==> src/hdl/tfch_pkg.sv <==
package tfch_pkg;

  // default geometry
  localparam int FRONT_LEN_DEF = 32;
  localparam int BACK_LEN_DEF  = 40;
  localparam int BURST_MAX_DEF = 128;

  // register reset values
  localparam logic [7:0] FRONT_HEADER_RST = 8'h38;
  localparam logic [7:0] BACK_HEADER_RST  = 8'h39;
  localparam logic [3:0] FAULT_LIMIT_RST  = 4'd5;

  // fail run saturates here
  localparam logic [3:0] FAIL_RUN_MAX = 4'd15;

  // configuration register indexes
  typedef enum logic [1:0] {
    REG_FRONT_HEADER = 2'd0,
    REG_BACK_HEADER  = 2'd1,
    REG_FAULT_LIMIT  = 2'd2
  } cfg_reg_t;

  typedef enum logic [1:0] {
    ITEM_FRONT  = 2'd0,
    ITEM_BACK   = 2'd1,
    ITEM_STATUS = 2'd2
  } item_kind_t;

  typedef enum logic [1:0] {
    CODE_DATA_OK   = 2'd0,
    CODE_FRONT_ERR = 2'd1,
    CODE_BACK_ERR  = 2'd2,
    CODE_NO_LINK   = 2'd3
  } fault_code_t;

  typedef enum logic [1:0] {
    EM_IDLE,
    EM_FRONT,
    EM_BACK,
    EM_STATUS
  } emit_state_t;

  typedef struct packed {
    logic [7:0] rx_byte;
    logic       last_in_burst;
    logic       empty_burst;
  } byte_beat_t;

  typedef struct packed {
    logic [1:0]  item_kind;
    logic [63:0] frame_word;
    logic [2:0]  word_number;
    logic        front_ok;
    logic        back_ok;
    logic        link_error;
    logic        front_fault;
    logic        back_fault;
    logic [1:0]  fault_code;
    logic        last_result;
  } result_beat_t;

  typedef struct packed {
    logic [7:0] front_header;
    logic [7:0] back_header;
    logic [3:0] fault_limit;
  } cfg_regs_t;

  // end-of-burst event from hunter to emitter
  typedef struct packed {
    logic       valid;
    logic       front_cap;
    logic       back_cap;
    logic       front_ok;
    logic       back_ok;
    logic       link_error;
    logic       front_fault;
    logic       back_fault;
    logic [1:0] fault_code;
  } burst_end_t;

endpackage

==> src/hdl/tfch_cell.sv <==
module tfch_cell (
  input  logic       clk,
  input  logic       rst,
  input  logic       shift_en,
  input  logic [7:0] prev_byte,
  output logic [7:0] held
);

  // one window byte, takes its neighbor's byte on each shift
  always_ff @(posedge clk) begin
    if (rst) begin
      held <= '0;
    end else if (shift_en) begin
      held <= prev_byte;
    end
  end

endmodule

==> src/hdl/tfch_hunter.sv <==
module tfch_hunter
  import tfch_pkg::*;
#(
  parameter int FRONT_LEN = FRONT_LEN_DEF,
  parameter int BACK_LEN  = BACK_LEN_DEF,
  parameter int BURST_MAX = BURST_MAX_DEF
) (
  input  logic                        clk,
  input  logic                        rst,
  input  logic                        take,
  input  byte_beat_t                  beat,
  input  cfg_regs_t                   cfg,
  output burst_end_t                  end_evt,
  output logic [FRONT_LEN-1:0][7:0]   front_frame,
  output logic [BACK_LEN-1:0][7:0]    back_frame
);

  localparam int WIN_DEPTH = (FRONT_LEN > BACK_LEN) ? FRONT_LEN : BACK_LEN;
  localparam int CNT_W     = $clog2(BURST_MAX + 1);
  localparam logic [CNT_W-1:0] BURST_CAP = CNT_W'(BURST_MAX);
  localparam logic [CNT_W-1:0] FRONT_CNT = CNT_W'(FRONT_LEN);
  localparam logic [CNT_W-1:0] BACK_CNT  = CNT_W'(BACK_LEN);

  logic [7:0]       win     [WIN_DEPTH];
  logic [7:0]       win_new [WIN_DEPTH];
  logic [7:0]       front_sum, back_sum;
  logic [7:0]       front_sum_new, back_sum_new;
  logic [CNT_W-1:0] byte_count, count_new;
  logic             front_captured, back_captured;
  logic             front_good, back_good;
  logic [3:0]       front_fail_run, back_fail_run;
  logic [3:0]       front_run_next, back_run_next;
  logic             hunting, front_hit, back_hit;
  logic             front_cap_now, back_cap_now;
  logic             burst_done, burst_empty;
  logic             front_fault_next, back_fault_next;
  burst_end_t       end_next;

  function automatic logic [3:0] step_run(input logic [3:0] run, input logic good);
    logic [3:0] res;
    if (good) begin
      res = '0;
    end else if (run == FAIL_RUN_MAX) begin
      res = run;
    end else begin
      res = run + 4'd1;
    end
    return res;
  endfunction

  // bytes past the burst cap are dropped
  assign hunting     = take && !beat.empty_burst && (byte_count < BURST_CAP);
  assign burst_done  = take && !beat.empty_burst && beat.last_in_burst;
  assign burst_empty = take && beat.empty_burst;

  // window after this byte: cell k takes win_new[k]
  always_comb begin
    win_new[0] = beat.rx_byte;
    for (int k = 1; k < WIN_DEPTH; k++) begin
      win_new[k] = win[k-1];
    end
  end

  // row of window cells
  for (genvar k = 0; k < WIN_DEPTH; k++) begin : g_cell
    tfch_cell u_cell (
      .clk       (clk),
      .rst       (rst),
      .shift_en  (hunting),
      .prev_byte (win_new[k]),
      .held      (win[k])
    );
  end

  // running sums and frame match
  assign front_sum_new = front_sum + beat.rx_byte - win[FRONT_LEN-1];
  assign back_sum_new  = back_sum + beat.rx_byte - win[BACK_LEN-1];
  assign count_new     = byte_count + 1'b1;

  assign front_hit = hunting && !front_captured && (count_new >= FRONT_CNT) &&
                     (win_new[FRONT_LEN-1] == cfg.front_header) && (front_sum_new == '0);
  assign back_hit  = hunting && !back_captured && (count_new >= BACK_CNT) &&
                     (win_new[BACK_LEN-1] == cfg.back_header) && (back_sum_new == '0);

  assign front_cap_now = front_captured || front_hit;
  assign back_cap_now  = back_captured || back_hit;

  // burst verdict
  assign front_run_next   = step_run(front_fail_run, front_cap_now);
  assign back_run_next    = step_run(back_fail_run, back_cap_now);
  assign front_fault_next = front_run_next > cfg.fault_limit;
  assign back_fault_next  = back_run_next > cfg.fault_limit;

  always_comb begin
    end_next = '0;
    if (burst_empty) begin
      end_next.valid       = 1'b1;
      end_next.front_ok    = front_good;
      end_next.back_ok     = back_good;
      end_next.link_error  = 1'b1;
      end_next.front_fault = front_fail_run > cfg.fault_limit;
      end_next.back_fault  = back_fail_run > cfg.fault_limit;
      end_next.fault_code  = CODE_NO_LINK;
    end else if (burst_done) begin
      end_next.valid       = 1'b1;
      end_next.front_cap   = front_cap_now;
      end_next.back_cap    = back_cap_now;
      end_next.front_ok    = front_cap_now;
      end_next.back_ok     = back_cap_now;
      end_next.front_fault = front_fault_next;
      end_next.back_fault  = back_fault_next;
      if (!front_fault_next && !back_fault_next) begin
        end_next.fault_code = CODE_DATA_OK;
      end else if (!back_fault_next) begin
        end_next.fault_code = CODE_FRONT_ERR;
      end else begin
        end_next.fault_code = CODE_BACK_ERR;
      end
    end
  end

  // control state
  always_ff @(posedge clk) begin
    if (rst) begin
      front_sum      <= '0;
      back_sum       <= '0;
      byte_count     <= '0;
      front_captured <= 1'b0;
      back_captured  <= 1'b0;
      front_good     <= 1'b1;
      back_good      <= 1'b1;
      front_fail_run <= '0;
      back_fail_run  <= '0;
      end_evt        <= '0;
    end else begin
      end_evt <= end_next;
      if (hunting) begin
        front_sum  <= front_sum_new;
        back_sum   <= back_sum_new;
        byte_count <= count_new;
      end
      if (front_hit) begin
        front_captured <= 1'b1;
      end
      if (back_hit) begin
        back_captured <= 1'b1;
      end
      if (burst_done) begin
        front_good     <= front_cap_now;
        back_good      <= back_cap_now;
        front_fail_run <= front_run_next;
        back_fail_run  <= back_run_next;
      end
      if (burst_done || burst_empty) begin
        byte_count     <= '0;
        front_captured <= 1'b0;
        back_captured  <= 1'b0;
      end
    end
  end

  // frame stores, oldest byte first
  always_ff @(posedge clk) begin
    if (front_hit) begin
      for (int i = 0; i < FRONT_LEN; i++) begin
        front_frame[i] <= win_new[FRONT_LEN-1-i];
      end
    end
    if (back_hit) begin
      for (int i = 0; i < BACK_LEN; i++) begin
        back_frame[i] <= win_new[BACK_LEN-1-i];
      end
    end
  end

  a_end_follows: assert property (@(posedge clk) disable iff (rst)
    take && (beat.last_in_burst || beat.empty_burst) |=> end_evt.valid)
    else $error("burst end beat produced no end event");

  a_end_single: assert property (@(posedge clk) disable iff (rst)
    end_evt.valid |=> !end_evt.valid)
    else $error("end events back to back, emitter would miss one");

  a_run_clears: assert property (@(posedge clk) disable iff (rst)
    end_evt.valid && !end_evt.link_error && end_evt.front_ok |-> front_fail_run == '0)
    else $error("front fail run not cleared on a good burst");

endmodule

==> src/hdl/tfch_emitter.sv <==
module tfch_emitter
  import tfch_pkg::*;
#(
  parameter int FRONT_LEN = FRONT_LEN_DEF,
  parameter int BACK_LEN  = BACK_LEN_DEF
) (
  input  logic                      clk,
  input  logic                      rst,
  input  burst_end_t                end_evt,
  input  logic [FRONT_LEN-1:0][7:0] front_frame,
  input  logic [BACK_LEN-1:0][7:0]  back_frame,
  input  logic                      result_stall,
  output logic                      result_valid,
  output result_beat_t              result_beat,
  output logic                      busy
);

  localparam int FRONT_WORDS = (FRONT_LEN + 7) / 8;
  localparam int BACK_WORDS  = (BACK_LEN + 7) / 8;
  localparam int FW_IDX_W    = (FRONT_WORDS > 1) ? $clog2(FRONT_WORDS) : 1;
  localparam int BW_IDX_W    = (BACK_WORDS > 1) ? $clog2(BACK_WORDS) : 1;
  localparam logic [2:0] FRONT_LAST = 3'(FRONT_WORDS - 1);
  localparam logic [2:0] BACK_LAST  = 3'(BACK_WORDS - 1);

  emit_state_t state, state_next;
  logic [2:0]  word_idx;
  logic        advance, load;
  logic        back_cap;
  burst_end_t  status;
  logic [63:0] front_rows [FRONT_WORDS];
  logic [63:0] back_rows  [BACK_WORDS];
  logic [63:0] front_pad  [FRONT_WORDS];
  logic [63:0] back_pad   [BACK_WORDS];

  assign advance = (state != EM_IDLE) && !result_stall;
  assign load    = (state == EM_IDLE) && end_evt.valid;

  // pack stores into 64-bit words, zero past the frame end
  always_comb begin
    for (int w = 0; w < FRONT_WORDS; w++) begin
      front_pad[w] = '0;
      for (int j = 0; j < 8; j++) begin
        if (w * 8 + j < FRONT_LEN) begin
          front_pad[w][8*j +: 8] = front_frame[w*8+j];
        end
      end
    end
    for (int w = 0; w < BACK_WORDS; w++) begin
      back_pad[w] = '0;
      for (int j = 0; j < 8; j++) begin
        if (w * 8 + j < BACK_LEN) begin
          back_pad[w][8*j +: 8] = back_frame[w*8+j];
        end
      end
    end
  end

  // next state
  always_comb begin
    state_next = state;
    case (state)
      EM_IDLE: begin
        if (end_evt.valid) begin
          if (end_evt.front_cap) begin
            state_next = EM_FRONT;
          end else if (end_evt.back_cap) begin
            state_next = EM_BACK;
          end else begin
            state_next = EM_STATUS;
          end
        end
      end
      EM_FRONT: begin
        if (advance && word_idx == FRONT_LAST) begin
          state_next = back_cap ? EM_BACK : EM_STATUS;
        end
      end
      EM_BACK: begin
        if (advance && word_idx == BACK_LAST) begin
          state_next = EM_STATUS;
        end
      end
      EM_STATUS: begin
        if (advance) begin
          state_next = EM_IDLE;
        end
      end
      default: state_next = EM_IDLE;
    endcase
  end

  always_ff @(posedge clk) begin
    if (rst) begin
      state    <= EM_IDLE;
      word_idx <= '0;
    end else begin
      state <= state_next;
      if (state_next != state) begin
        word_idx <= '0;
      end else if (advance) begin
        word_idx <= word_idx + 3'd1;
      end
    end
  end

  // snapshot of the finished burst
  always_ff @(posedge clk) begin
    if (load) begin
      back_cap <= end_evt.back_cap;
      status   <= end_evt;
      for (int w = 0; w < FRONT_WORDS; w++) begin
        front_rows[w] <= front_pad[w];
      end
      for (int w = 0; w < BACK_WORDS; w++) begin
        back_rows[w] <= back_pad[w];
      end
    end
  end

  // result beat
  always_comb begin
    result_beat = '0;
    case (state)
      EM_FRONT: begin
        result_beat.item_kind   = ITEM_FRONT;
        result_beat.frame_word  = front_rows[word_idx[FW_IDX_W-1:0]];
        result_beat.word_number = word_idx;
      end
      EM_BACK: begin
        result_beat.item_kind   = ITEM_BACK;
        result_beat.frame_word  = back_rows[word_idx[BW_IDX_W-1:0]];
        result_beat.word_number = word_idx;
      end
      EM_STATUS: begin
        result_beat.item_kind   = ITEM_STATUS;
        result_beat.front_ok    = status.front_ok;
        result_beat.back_ok     = status.back_ok;
        result_beat.link_error  = status.link_error;
        result_beat.front_fault = status.front_fault;
        result_beat.back_fault  = status.back_fault;
        result_beat.fault_code  = status.fault_code;
        result_beat.last_result = 1'b1;
      end
      default: result_beat = '0;
    endcase
  end

  assign result_valid = (state != EM_IDLE);
  assign busy         = result_valid;

  a_load_idle: assert property (@(posedge clk) disable iff (rst)
    end_evt.valid |-> state == EM_IDLE)
    else $error("end event arrived while results still draining");

  a_front_range: assert property (@(posedge clk) disable iff (rst)
    state == EM_FRONT |-> word_idx <= FRONT_LAST)
    else $error("front word index past frame end");

  a_back_to_status: assert property (@(posedge clk) disable iff (rst)
    state == EM_BACK && !result_stall && word_idx == BACK_LAST |=> state == EM_STATUS)
    else $error("status beat did not follow last back word");

endmodule

==> src/hdl/two_frame_checksum_hunter.sv <==
// Takes one byte per cycle unless stalled; only closing and empty-read bytes can stall.
// Results: closing byte -> end event register -> emitter state; then one beat per
// cycle unless stalled (frame words, then status), up to 10 beats with default lengths.
// A closing or empty-read byte is held off while the previous burst's results drain.
// Reset (rst, synchronous, active high): registers to defaults, window and sums to zero,
// fail runs cleared, good flags set; frame stores keep their contents.
module two_frame_checksum_hunter
  import tfch_pkg::*;
#(
  parameter int FRONT_LEN = FRONT_LEN_DEF,
  parameter int BACK_LEN  = BACK_LEN_DEF,
  parameter int BURST_MAX = BURST_MAX_DEF
) (
  input  logic         clk,
  input  logic         rst,
  input  logic         byte_valid,
  output logic         byte_stall,
  input  byte_beat_t   byte_beat,
  output logic         result_valid,
  input  logic         result_stall,
  output result_beat_t result_beat,
  input  logic         cfg_valid,
  output logic         cfg_ready,
  input  logic [1:0]   cfg_index,
  input  logic [7:0]   cfg_data
);

  cfg_regs_t                 cfg;
  burst_end_t                end_evt;
  logic [FRONT_LEN-1:0][7:0] front_frame;
  logic [BACK_LEN-1:0][7:0]  back_frame;
  logic                      emit_busy;
  logic                      take;

  // configuration registers
  assign cfg_ready = 1'b1;

  always_ff @(posedge clk) begin
    if (rst) begin
      cfg.front_header <= FRONT_HEADER_RST;
      cfg.back_header  <= BACK_HEADER_RST;
      cfg.fault_limit  <= FAULT_LIMIT_RST;
    end else if (cfg_valid && cfg_ready) begin
      case (cfg_reg_t'(cfg_index))
        REG_FRONT_HEADER: cfg.front_header <= cfg_data;
        REG_BACK_HEADER:  cfg.back_header  <= cfg_data;
        REG_FAULT_LIMIT:  cfg.fault_limit  <= cfg_data[3:0];
        default: ;
      endcase
    end
  end

  // a burst-closing beat waits until the emitter is free
  assign byte_stall = (byte_beat.last_in_burst || byte_beat.empty_burst) &&
                      (end_evt.valid || emit_busy);
  assign take       = byte_valid && !byte_stall;

  tfch_hunter #(
    .FRONT_LEN (FRONT_LEN),
    .BACK_LEN  (BACK_LEN),
    .BURST_MAX (BURST_MAX)
  ) u_hunter (
    .clk         (clk),
    .rst         (rst),
    .take        (take),
    .beat        (byte_beat),
    .cfg         (cfg),
    .end_evt     (end_evt),
    .front_frame (front_frame),
    .back_frame  (back_frame)
  );

  tfch_emitter #(
    .FRONT_LEN (FRONT_LEN),
    .BACK_LEN  (BACK_LEN)
  ) u_emitter (
    .clk          (clk),
    .rst          (rst),
    .end_evt      (end_evt),
    .front_frame  (front_frame),
    .back_frame   (back_frame),
    .result_stall (result_stall),
    .result_valid (result_valid),
    .result_beat  (result_beat),
    .busy         (emit_busy)
  );

endmodule
==> config.mk <==
export PLATFORM = sky130hd
export DESIGN_NAME = two_frame_checksum_hunter
export DESIGN_NICKNAME = d
export VERILOG_FILES = /design/src/hdl/tfch_pkg.sv /design/src/hdl/tfch_cell.sv /design/src/hdl/tfch_hunter.sv /design/src/hdl/tfch_emitter.sv /design/src/hdl/two_frame_checksum_hunter.sv
export SDC_FILE = /design/constraint.sdc
export NUM_CORES = 2
export LEC_CHECK = 0
export BUFFER_PORTS_ARGS = -buffer_cell sky130_fd_sc_hd__clkbuf_2
export CAP_MARGIN = 0
export CORE_ASPECT_RATIO = 1.75
export CORE_MARGIN = 2
export CORE_UTILIZATION = 67
export CTS_CLUSTER_DIAMETER = 150
export DETAILED_ROUTE_END_ITERATION = 8
export PLACE_DENSITY = 0.84
export SYNTH_ARGS = -nofsm -noshare
export SYNTH_HDL_FRONTEND = slang
export SYNTH_HIERARCHICAL = 1
export SYNTH_SLANG_ARGS = --single-unit
==> constraint.sdc <==
create_clock -name clk -period 71.4 [get_ports clk]
set_input_delay 10.71 -clock clk [delete_from_list [all_inputs] [get_ports clk]]
set_output_delay 10.71 -clock clk [all_outputs]
set_load 0.05 [all_outputs]
== After elaboration in Yosys (flattened, before gate mapping) ==
Memories as Yosys holds them, arrays and structs flattened. A register that Yosys moved wholly into a read port is not among the register bits.
Cells that the tools add are included.
Storage, ports and cells
  flip-flop bits (word level): 975
  output and inout port bits: 80
  memory bits (writable): 576
  memories: 2
  word-level logic and storage cells: 243
Memories
  u_emitter.back_rows: depth 5, width 64, read ports 1, clocked after Yosys merged registers in 1, wr ports 5, RTL line tfch_emitter.sv:31  | logic [63:0] back_rows [BACK_WORDS];
  u_emitter.front_rows: depth 4, width 64, read ports 1, clocked after Yosys merged registers in 1, wr ports 4, RTL line tfch_emitter.sv:30  | logic [63:0] front_rows [FRONT_WORDS];
Cells by class
  add/sub/neg operators: 8
  reduce and logical (&&, ||, !) cells: 42
  multiplexer cells: 29
  $lt $le $gt $ge: 7
  bitwise logic cells: 1
  equal/unequal tests: 12
Operators with widths (number)
  67-bit case mux with 2 select lines: 1
  4-bit two-way mux: 6
  2-bit two-way mux: 10
  1-bit logical AND: 19
  8-bit adder: 2
  8-bit equality test: 2
  8-bit by 6-bit >= comparator with 1-bit output (second input constant): 2
  4-bit > comparator: 4
  8-bit logical NOT: 2
  8-bit subtractor: 2
  4-bit by 1-bit adder with 4-bit output (second input constant): 2
  8-bit by 1-bit adder with 8-bit output (second input constant): 1
  4-bit equality test (second input constant): 2
  8-bit < comparator (second input constant): 1
  8-bit two-way mux: 1
  2-bit case mux with 4 select lines: 1
  1-bit logical NOT: 7
  2-bit equality test (second input constant): 3
  1-bit two-way mux: 6
  3-bit two-way mux: 2
  2-bit AND reduction: 3
  1-bit logical OR: 5
  5-bit two-way mux: 1
  2-bit by 1-bit equality test with 1-bit output (second input constant): 2
  10 further kinds: 12

== Depth between registers and ports, before layout ==
  depth in word-level cells: 19
  mapped depth: 23

== Cells and area by module ==
The synthesis kept the hierarchy.
By module, submodules not included
  tfch_emitter: seq. area each 17697.0 um^2, cells an instance 1032, area an instance 22571.6 um^2, times used 1
  tfch_hunter: seq. area each 18217.5 um^2, cells an instance 1020, area an instance 21006.4 um^2, times used 1
  tfch_cell: seq. area each 160.2 um^2, cells an instance 26, area an instance 285.3 um^2, times used 40
  two_frame_checksum_hunter: seq. area each 400.4 um^2, cells an instance 85, area an instance 862.1 um^2, times used 1

== Worst setup path after synthesis ==
OpenSTA, ideal clock, no wires.
  path type: in2reg
  start point: in byte_beat[3] (netlist name)
  end point: reg u_hunter/end_evt[1] (netlist name)
  slack: 25.669 ns
  stages on the path: 17
  arrival time: 45.599 ns
  path buffers: 0
  path through: inv_1 -> fa_1 -> inv_1 -> fa_1 -> a211oi_1 -> o21ai_0 -> a21o_1 -> and2_1 -> nor4_1 -> nor4_1 -> ha_1 -> o21ai_0 -> nand2b_1 -> a21oi_1 -> a41o_1 -> nand2b_1 -> o21ai_0
On the way
  cells in the longest elaborated chain, start to end: 12
Ends and longest elaborated chain
  start: declaration: RTL line two_frame_checksum_hunter.sv:18  | input byte_beat_t byte_beat,
  8-bit adder (*): RTL line tfch_hunter.sv:77  | assign back_sum_new = back_sum + beat.rx_byte - win[BACK_LEN-1];
  8-bit subtractor (*): RTL line tfch_hunter.sv:77
  8-bit logical NOT (*): RTL line tfch_hunter.sv:83  | (win_new[BACK_LEN-1] == cfg.back_header) && (back_sum_new == '0);
  1-bit logical AND (*): RTL line tfch_hunter.sv:83
  via u_hunter.back_hit: RTL line tfch_hunter.sv:33  | logic hunting, front_hit, back_hit;
  1-bit logical OR (*): RTL line tfch_hunter.sv:86  | assign back_cap_now = back_captured || back_hit;
  4-bit two-way mux (*): RTL line tfch_hunter.sv:41  | if (good) begin
  via u_hunter.back_run_next[2]: RTL line tfch_hunter.sv:32  | logic [3:0] front_run_next, back_run_next;
  4-bit > comparator (*): RTL line tfch_hunter.sv:92  | assign back_fault_next = back_run_next > cfg.fault_limit;
  1-bit logical NOT: RTL line tfch_hunter.sv:112  | if (!front_fault_next && !back_fault_next) begin
  1-bit logical AND: RTL line tfch_hunter.sv:112
  2-bit two-way mux (*): RTL line tfch_hunter.sv:112
  4-bit two-way mux (*): RTL line tfch_hunter.sv:104  | end else if (burst_done) begin
  4-bit two-way mux (*): RTL line tfch_hunter.sv:96  | if (burst_empty) begin
Mark *: on every way through the listed nets, which the timed path passes. The rest lies on a longest branch.
A chain may end at the register's enable or synchronous reset.

== Worst setup path after layout ==
  start point: in byte_beat[0] (netlist name)
  end point: out byte_stall
On the way
  cells in the longest elaborated chain, start to end: 2
Ends and longest elaborated chain
  1-bit logical OR: RTL line two_frame_checksum_hunter.sv:54  | assign byte_stall = (byte_beat.last_in_burst || byte_beat.empty_burst) &&
  1-bit logical AND: RTL line two_frame_checksum_hunter.sv:54
  end: declaration: RTL line two_frame_checksum_hunter.sv:17  | output logic byte_stall,
Every way passes these cells.

==> tab_implementation.tex <==
\begin{tabular}{lr}
\hline
Metric & Value \\
\hline
\multicolumn{2}{l}{\textbf{Synth}} \\
\quad Netlist cell types & 73 \\
\quad Count of mapped cells out of synthesis & 3177 \\
\quad Syn\_nets & 3260 \\
\quad Synthesized area & 55900 µm² \\
\quad Synthesis warning total & 6 \\
\quad Most used flip-flop cell after synthesis & edfxtp\_1 \\
\quad Sequential element share of the synthesized area & 76.5\% \\
\quad Average cell area after synthesis & 17.6 µm² \\
\quad Register bit count reported by yosys & 1554 \\
\quad Fraction of synthesis flops using an asynchronous set or reset pin & 0\% \\
\quad Number of flops mapped to enable cells by yosys & 1160 \\
\multicolumn{2}{l}{\textbf{STA}} \\
\quad PnR worst setup slack & 49.38 ns \\
\quad Slew at the pin closest to its max-slew limit & 1.23 ns \\
\quad Maximum frequency from static timing analysis & 0.0454 GHz \\
\quad Minimum clock period & 22.02 ns \\
\quad Worst-case headroom to the max-slew limit & 18.2\% \\
\quad Final Hold Fails & 0 \\
\quad Period utilization & 30.8\% \\
\quad Post-route clock skew & 0.0314 ns \\
\quad Worst hold margin & 0.406 ns \\
\quad Unrepaired setup endpoints after global routing & false \\
\quad Pins over their slew limit & 0 \\
\quad Sum of negative setup slack & 0 ns \\
\quad Setup-failing EPs final & 0 \\
\multicolumn{2}{l}{\textbf{Cells and area}} \\
\quad Final Net Count & 3361 \\
\quad Number of filler instances in the final layout & 4513 \\
\quad Area growth syn-to-layout & 8.92\% \\
\quad Most common library cell in the layout ignoring fill and taps & edfxtp\_1 \\
\quad Final non-filler cell area & 60800 µm² \\
\quad Top library cells by usage in the layout, fill and taps aside & edfxtp\_1, mux2i\_1, dfxtp\_1, nor2\_1, mux4\_2 \\
\quad Fraction of layout cells with a size suffix above 1 & 13.7\% \\
\multicolumn{2}{l}{\textbf{Die}} \\
\quad X dimension of the die & 222 µm \\
\quad Core box area & 82900 µm² \\
\quad Count of standard-cell rows & 140 \\
\quad Number of ports placed on the die boundary & 105 \\
\quad Die Span Y & 386 µm \\
\quad Total die area & 85800 µm² \\
\quad Effective utilization at floorplan & 67.4\% \\
\multicolumn{2}{l}{\textbf{Placed design}} \\
\quad Placed instance area & 57000 µm² \\
\quad Count of port buffers added during placement & 103 \\
\quad DP Wirelength & 68.8 mm \\
\quad RePlAce Congestion & 0.820 \\
\quad Worst Setup Slack post-DPL & 49.36 ns \\
\multicolumn{2}{l}{\textbf{Drt}} \\
\quad Post-Route WL & 118 mm \\
\quad Routed length on met2 & 63.7 mm \\
\quad Vias post-DR & 27700 \\
\quad Vias per cell & 6.23 \\
\quad Drt wl/cell & 26.5 µm \\
\quad DRC viols & 0 \\
\quad Detailed route wirelength on metal3 & 7.20 mm \\
\quad DR iter-0 viols & 2601 \\
\quad Top metal layer carrying routed signals & met5 \\
\quad Post-route ant nets & 0 \\
\quad M1 WL & 40.8 mm \\
\quad First drt pass iteration count & 6 \\
\multicolumn{2}{l}{\textbf{Min path}} \\
\quad Hold WC Path Type & register to register \\
\multicolumn{2}{l}{\textbf{Clock tree}} \\
\quad Later-pin clock latency in the skew report & 0.73 ns \\
\quad Clock tree from TritonCTS & yes \\
\quad Number of buffers added by the clock tree synthesis step & 119 \\
\quad Buffer levels on the longest clock path & 3 \\
\quad Clock Sinks & 1554 \\
\quad Number of gates resized after CTS & 0 \\
\quad Cell at the root of the clock tree & clkbuf\_16 \\
\quad Post-CTS setup buffers & 0 \\
\quad Hold buffer count at CTS & 0 \\
\quad Clk pin slew, worst setup/hold paths & 0.07 ns \\
\quad H-Tree Level Count & 3 \\
\multicolumn{2}{l}{\textbf{Status}} \\
\quad Outcome & finished clean \\
\multicolumn{2}{l}{\textbf{Setup path}} \\
\quad CP arrival & 11.31 ns \\
\quad Most used cell along the critical path & clkbuf\_2 \\
\quad Critical path's slowest cell & clkbuf\_2 \\
\quad Worst path cell trace & clkbuf\_2 -> o22a\_1 -> clkbuf\_2 \\
\quad Critical path startpoint category & primary input \\
\quad Kind of end point of the critical path & primary output \\
\quad Max incr delay on CP & 0.24 ns \\
\quad Data required, critical path & 60.69 ns \\
\quad Worst Path Class, Setup & primary input to primary output \\
\quad Maximum fanout count along the critical path & 5 \\
\multicolumn{2}{l}{\textbf{Job}} \\
\quad Maximum capacitance violations & 0 \\
\multicolumn{2}{l}{\textbf{Power}} \\
\quad Power after layout & 1850 µW \\
\quad Leak pwr & 0.0199 µW \\
\quad IR Drop Worst-Case VDD & 0.0249 mV \\
\quad Power Density & 30.4 nW/µm² \\
\multicolumn{2}{l}{\textbf{Global route}} \\
\quad Vias in the first global route & 28600 \\
\quad Maximum number of pins on one net before global-route repair & 217 \\
\quad Global-route wire length before repair & 176 mm \\
\quad Total global routing overflow & 0 \\
\quad Number of antenna violations at the first check in global routing & 2 \\
\quad Overall track demand over capacity in global routing & 27.9\% \\
\hline
\end{tabular}
cell type report:
class	count	area (µm²)	area share (%)
inverter	62	248	0.407
tap	1065	1330	2.19
timing repair buffer	127	756	1.24
antenna	1	2.50	0.00411
clock buffer	167	3370	5.55
clock inverter	56	449	0.738
multi-input combinational	1414	11900	19.6
sequential	1554	42700	70.2
kinds of logic (layout without fill, tap and decap cells):
group                      count (synthesis)  count (layout)  synth area share (%)
adders and majority gates                 58              58                  1.49
DFF                                     1554            1554                  76.5
AOI/OAI and AO/OA                        171             171                  1.91
other                                      1               2               0.00671
and+or+nand+nor                          608             608                  4.80
muxes                                    537             537                  12.5
xor gates and xnor gates                  39              39                 0.638
buffers and inverters                    209             412                  2.17
report_power, final:
| part | switching (µW) | internal (µW) | total, µW |
|---|---|---|---|
| clock | 305 | 347 | 652 |
| combinational | 130 | 60.0 | 190 |
| sequential | 14.6 | 996 | 1010 |
cells in the mapped netlist, types with 3 or more instances:
cell | number | area, µm²
a21o_1 | 6 | 45.0
a211oi_1 | 5 | 37.5
clkbuf_1 | 26 | 97.6
nand2b_1 | 26 | 163
o21a_1 | 6 | 45.0
buf_1 | 42 | 158
buf_6 | 49 | 552
fa_1 | 14 | 280
nand3_1 | 7 | 35.0
buf_4 | 9 | 67.6
o2111ai_1 | 3 | 26.3
edfxtp_1 | 1160 | 34800
mux2i_1 | 408 | 4080
xor2_1 | 26 | 228
buf_2 | 21 | 105
ha_1 | 44 | 551
xnor2_1 | 12 | 105
or3_1 | 5 | 31.3
a41oi_1 | 6 | 52.6
and3b_1 | 3 | 26.3
mux4_2 | 128 | 2880
and2_1 | 15 | 93.8
o21ai_0 | 18 | 90.1
and3_1 | 7 | 43.8
a31oi_1 | 6 | 37.5
dfxtp_1 | 394 | 7890
nor2b_1 | 9 | 56.3
nand4_1 | 7 | 43.8
a21oi_1 | 31 | 155
inv_1 | 62 | 233
nand3b_1 | 8 | 60.1
nand2_1 | 106 | 398
o211ai_1 | 3 | 22.5
and4_1 | 3 | 26.3
o21ai_1 | 66 | 330
nor2_1 | 372 | 1400
nor4_1 | 10 | 62.6
nor3_1 | 13 | 65.1
state kept, by name (all words and copies together) (netlist names), 2 cells and up, named ones only:
| name | count |
|---|---|
| u_emitter/back_rows | 320 |
| u_hunter/end_evt | 10 |
| u_hunter/back_frame | 320 |
| u_hunter/back_sum | 8 |
| u_emitter/front_rows | 256 |
| u_emitter/word_idx | 3 |
| u_emitter/status | 7 |
| u_hunter/back_fail_run | 4 |
| u_hunter/g_cell.u_cell/held | 320 |
| cfg | 20 |
| u_hunter/front_frame | 256 |
| u_hunter/front_fail_run | 4 |
| u_hunter/front_sum | 8 |
| u_hunter/byte_count | 8 |
| u_emitter/state | 2 |
routing by layer:
layer  GRT usage [%]  vias to the layer above
met5               0                        -
met4            14.2                        2
met3            4.01                      284
met2            50.6                     1192
met1            32.3                    14100
li1                -                    12100
stage by stage:
step,instances,utilization (%)
floorplan,3177,-
global placement,4222,68.8
detailed placement,4222,68.8
CTS,4445,73.4
global route,4445,73.4
finish,4446,73.4
path summary, 6_finish.rpt:
path | start | endpoint | slack (ns) | depth (start not counted)
min reg2reg | u_hunter/end_evt[6] | u_emitter/status[6] | 0.41 | 0
max reg2reg | u_emitter/state[0] | u_hunter/g_cell[9].u_cell/held[2] | 65.06 | 13
max | byte_beat[0] | byte_stall | 49.38 | 3
min | u_hunter/end_evt[6] | u_emitter/status[6] | 0.41 | 0
critical path: cells and delay by family:
| kind | cells | cell delay [ns] |
|---|---|---|
| buffers and inverters | 2 | 0.37 |
| AOI/OAI and AO/OA | 1 | 0.23 |
Power figures use the tool's default switching activity.
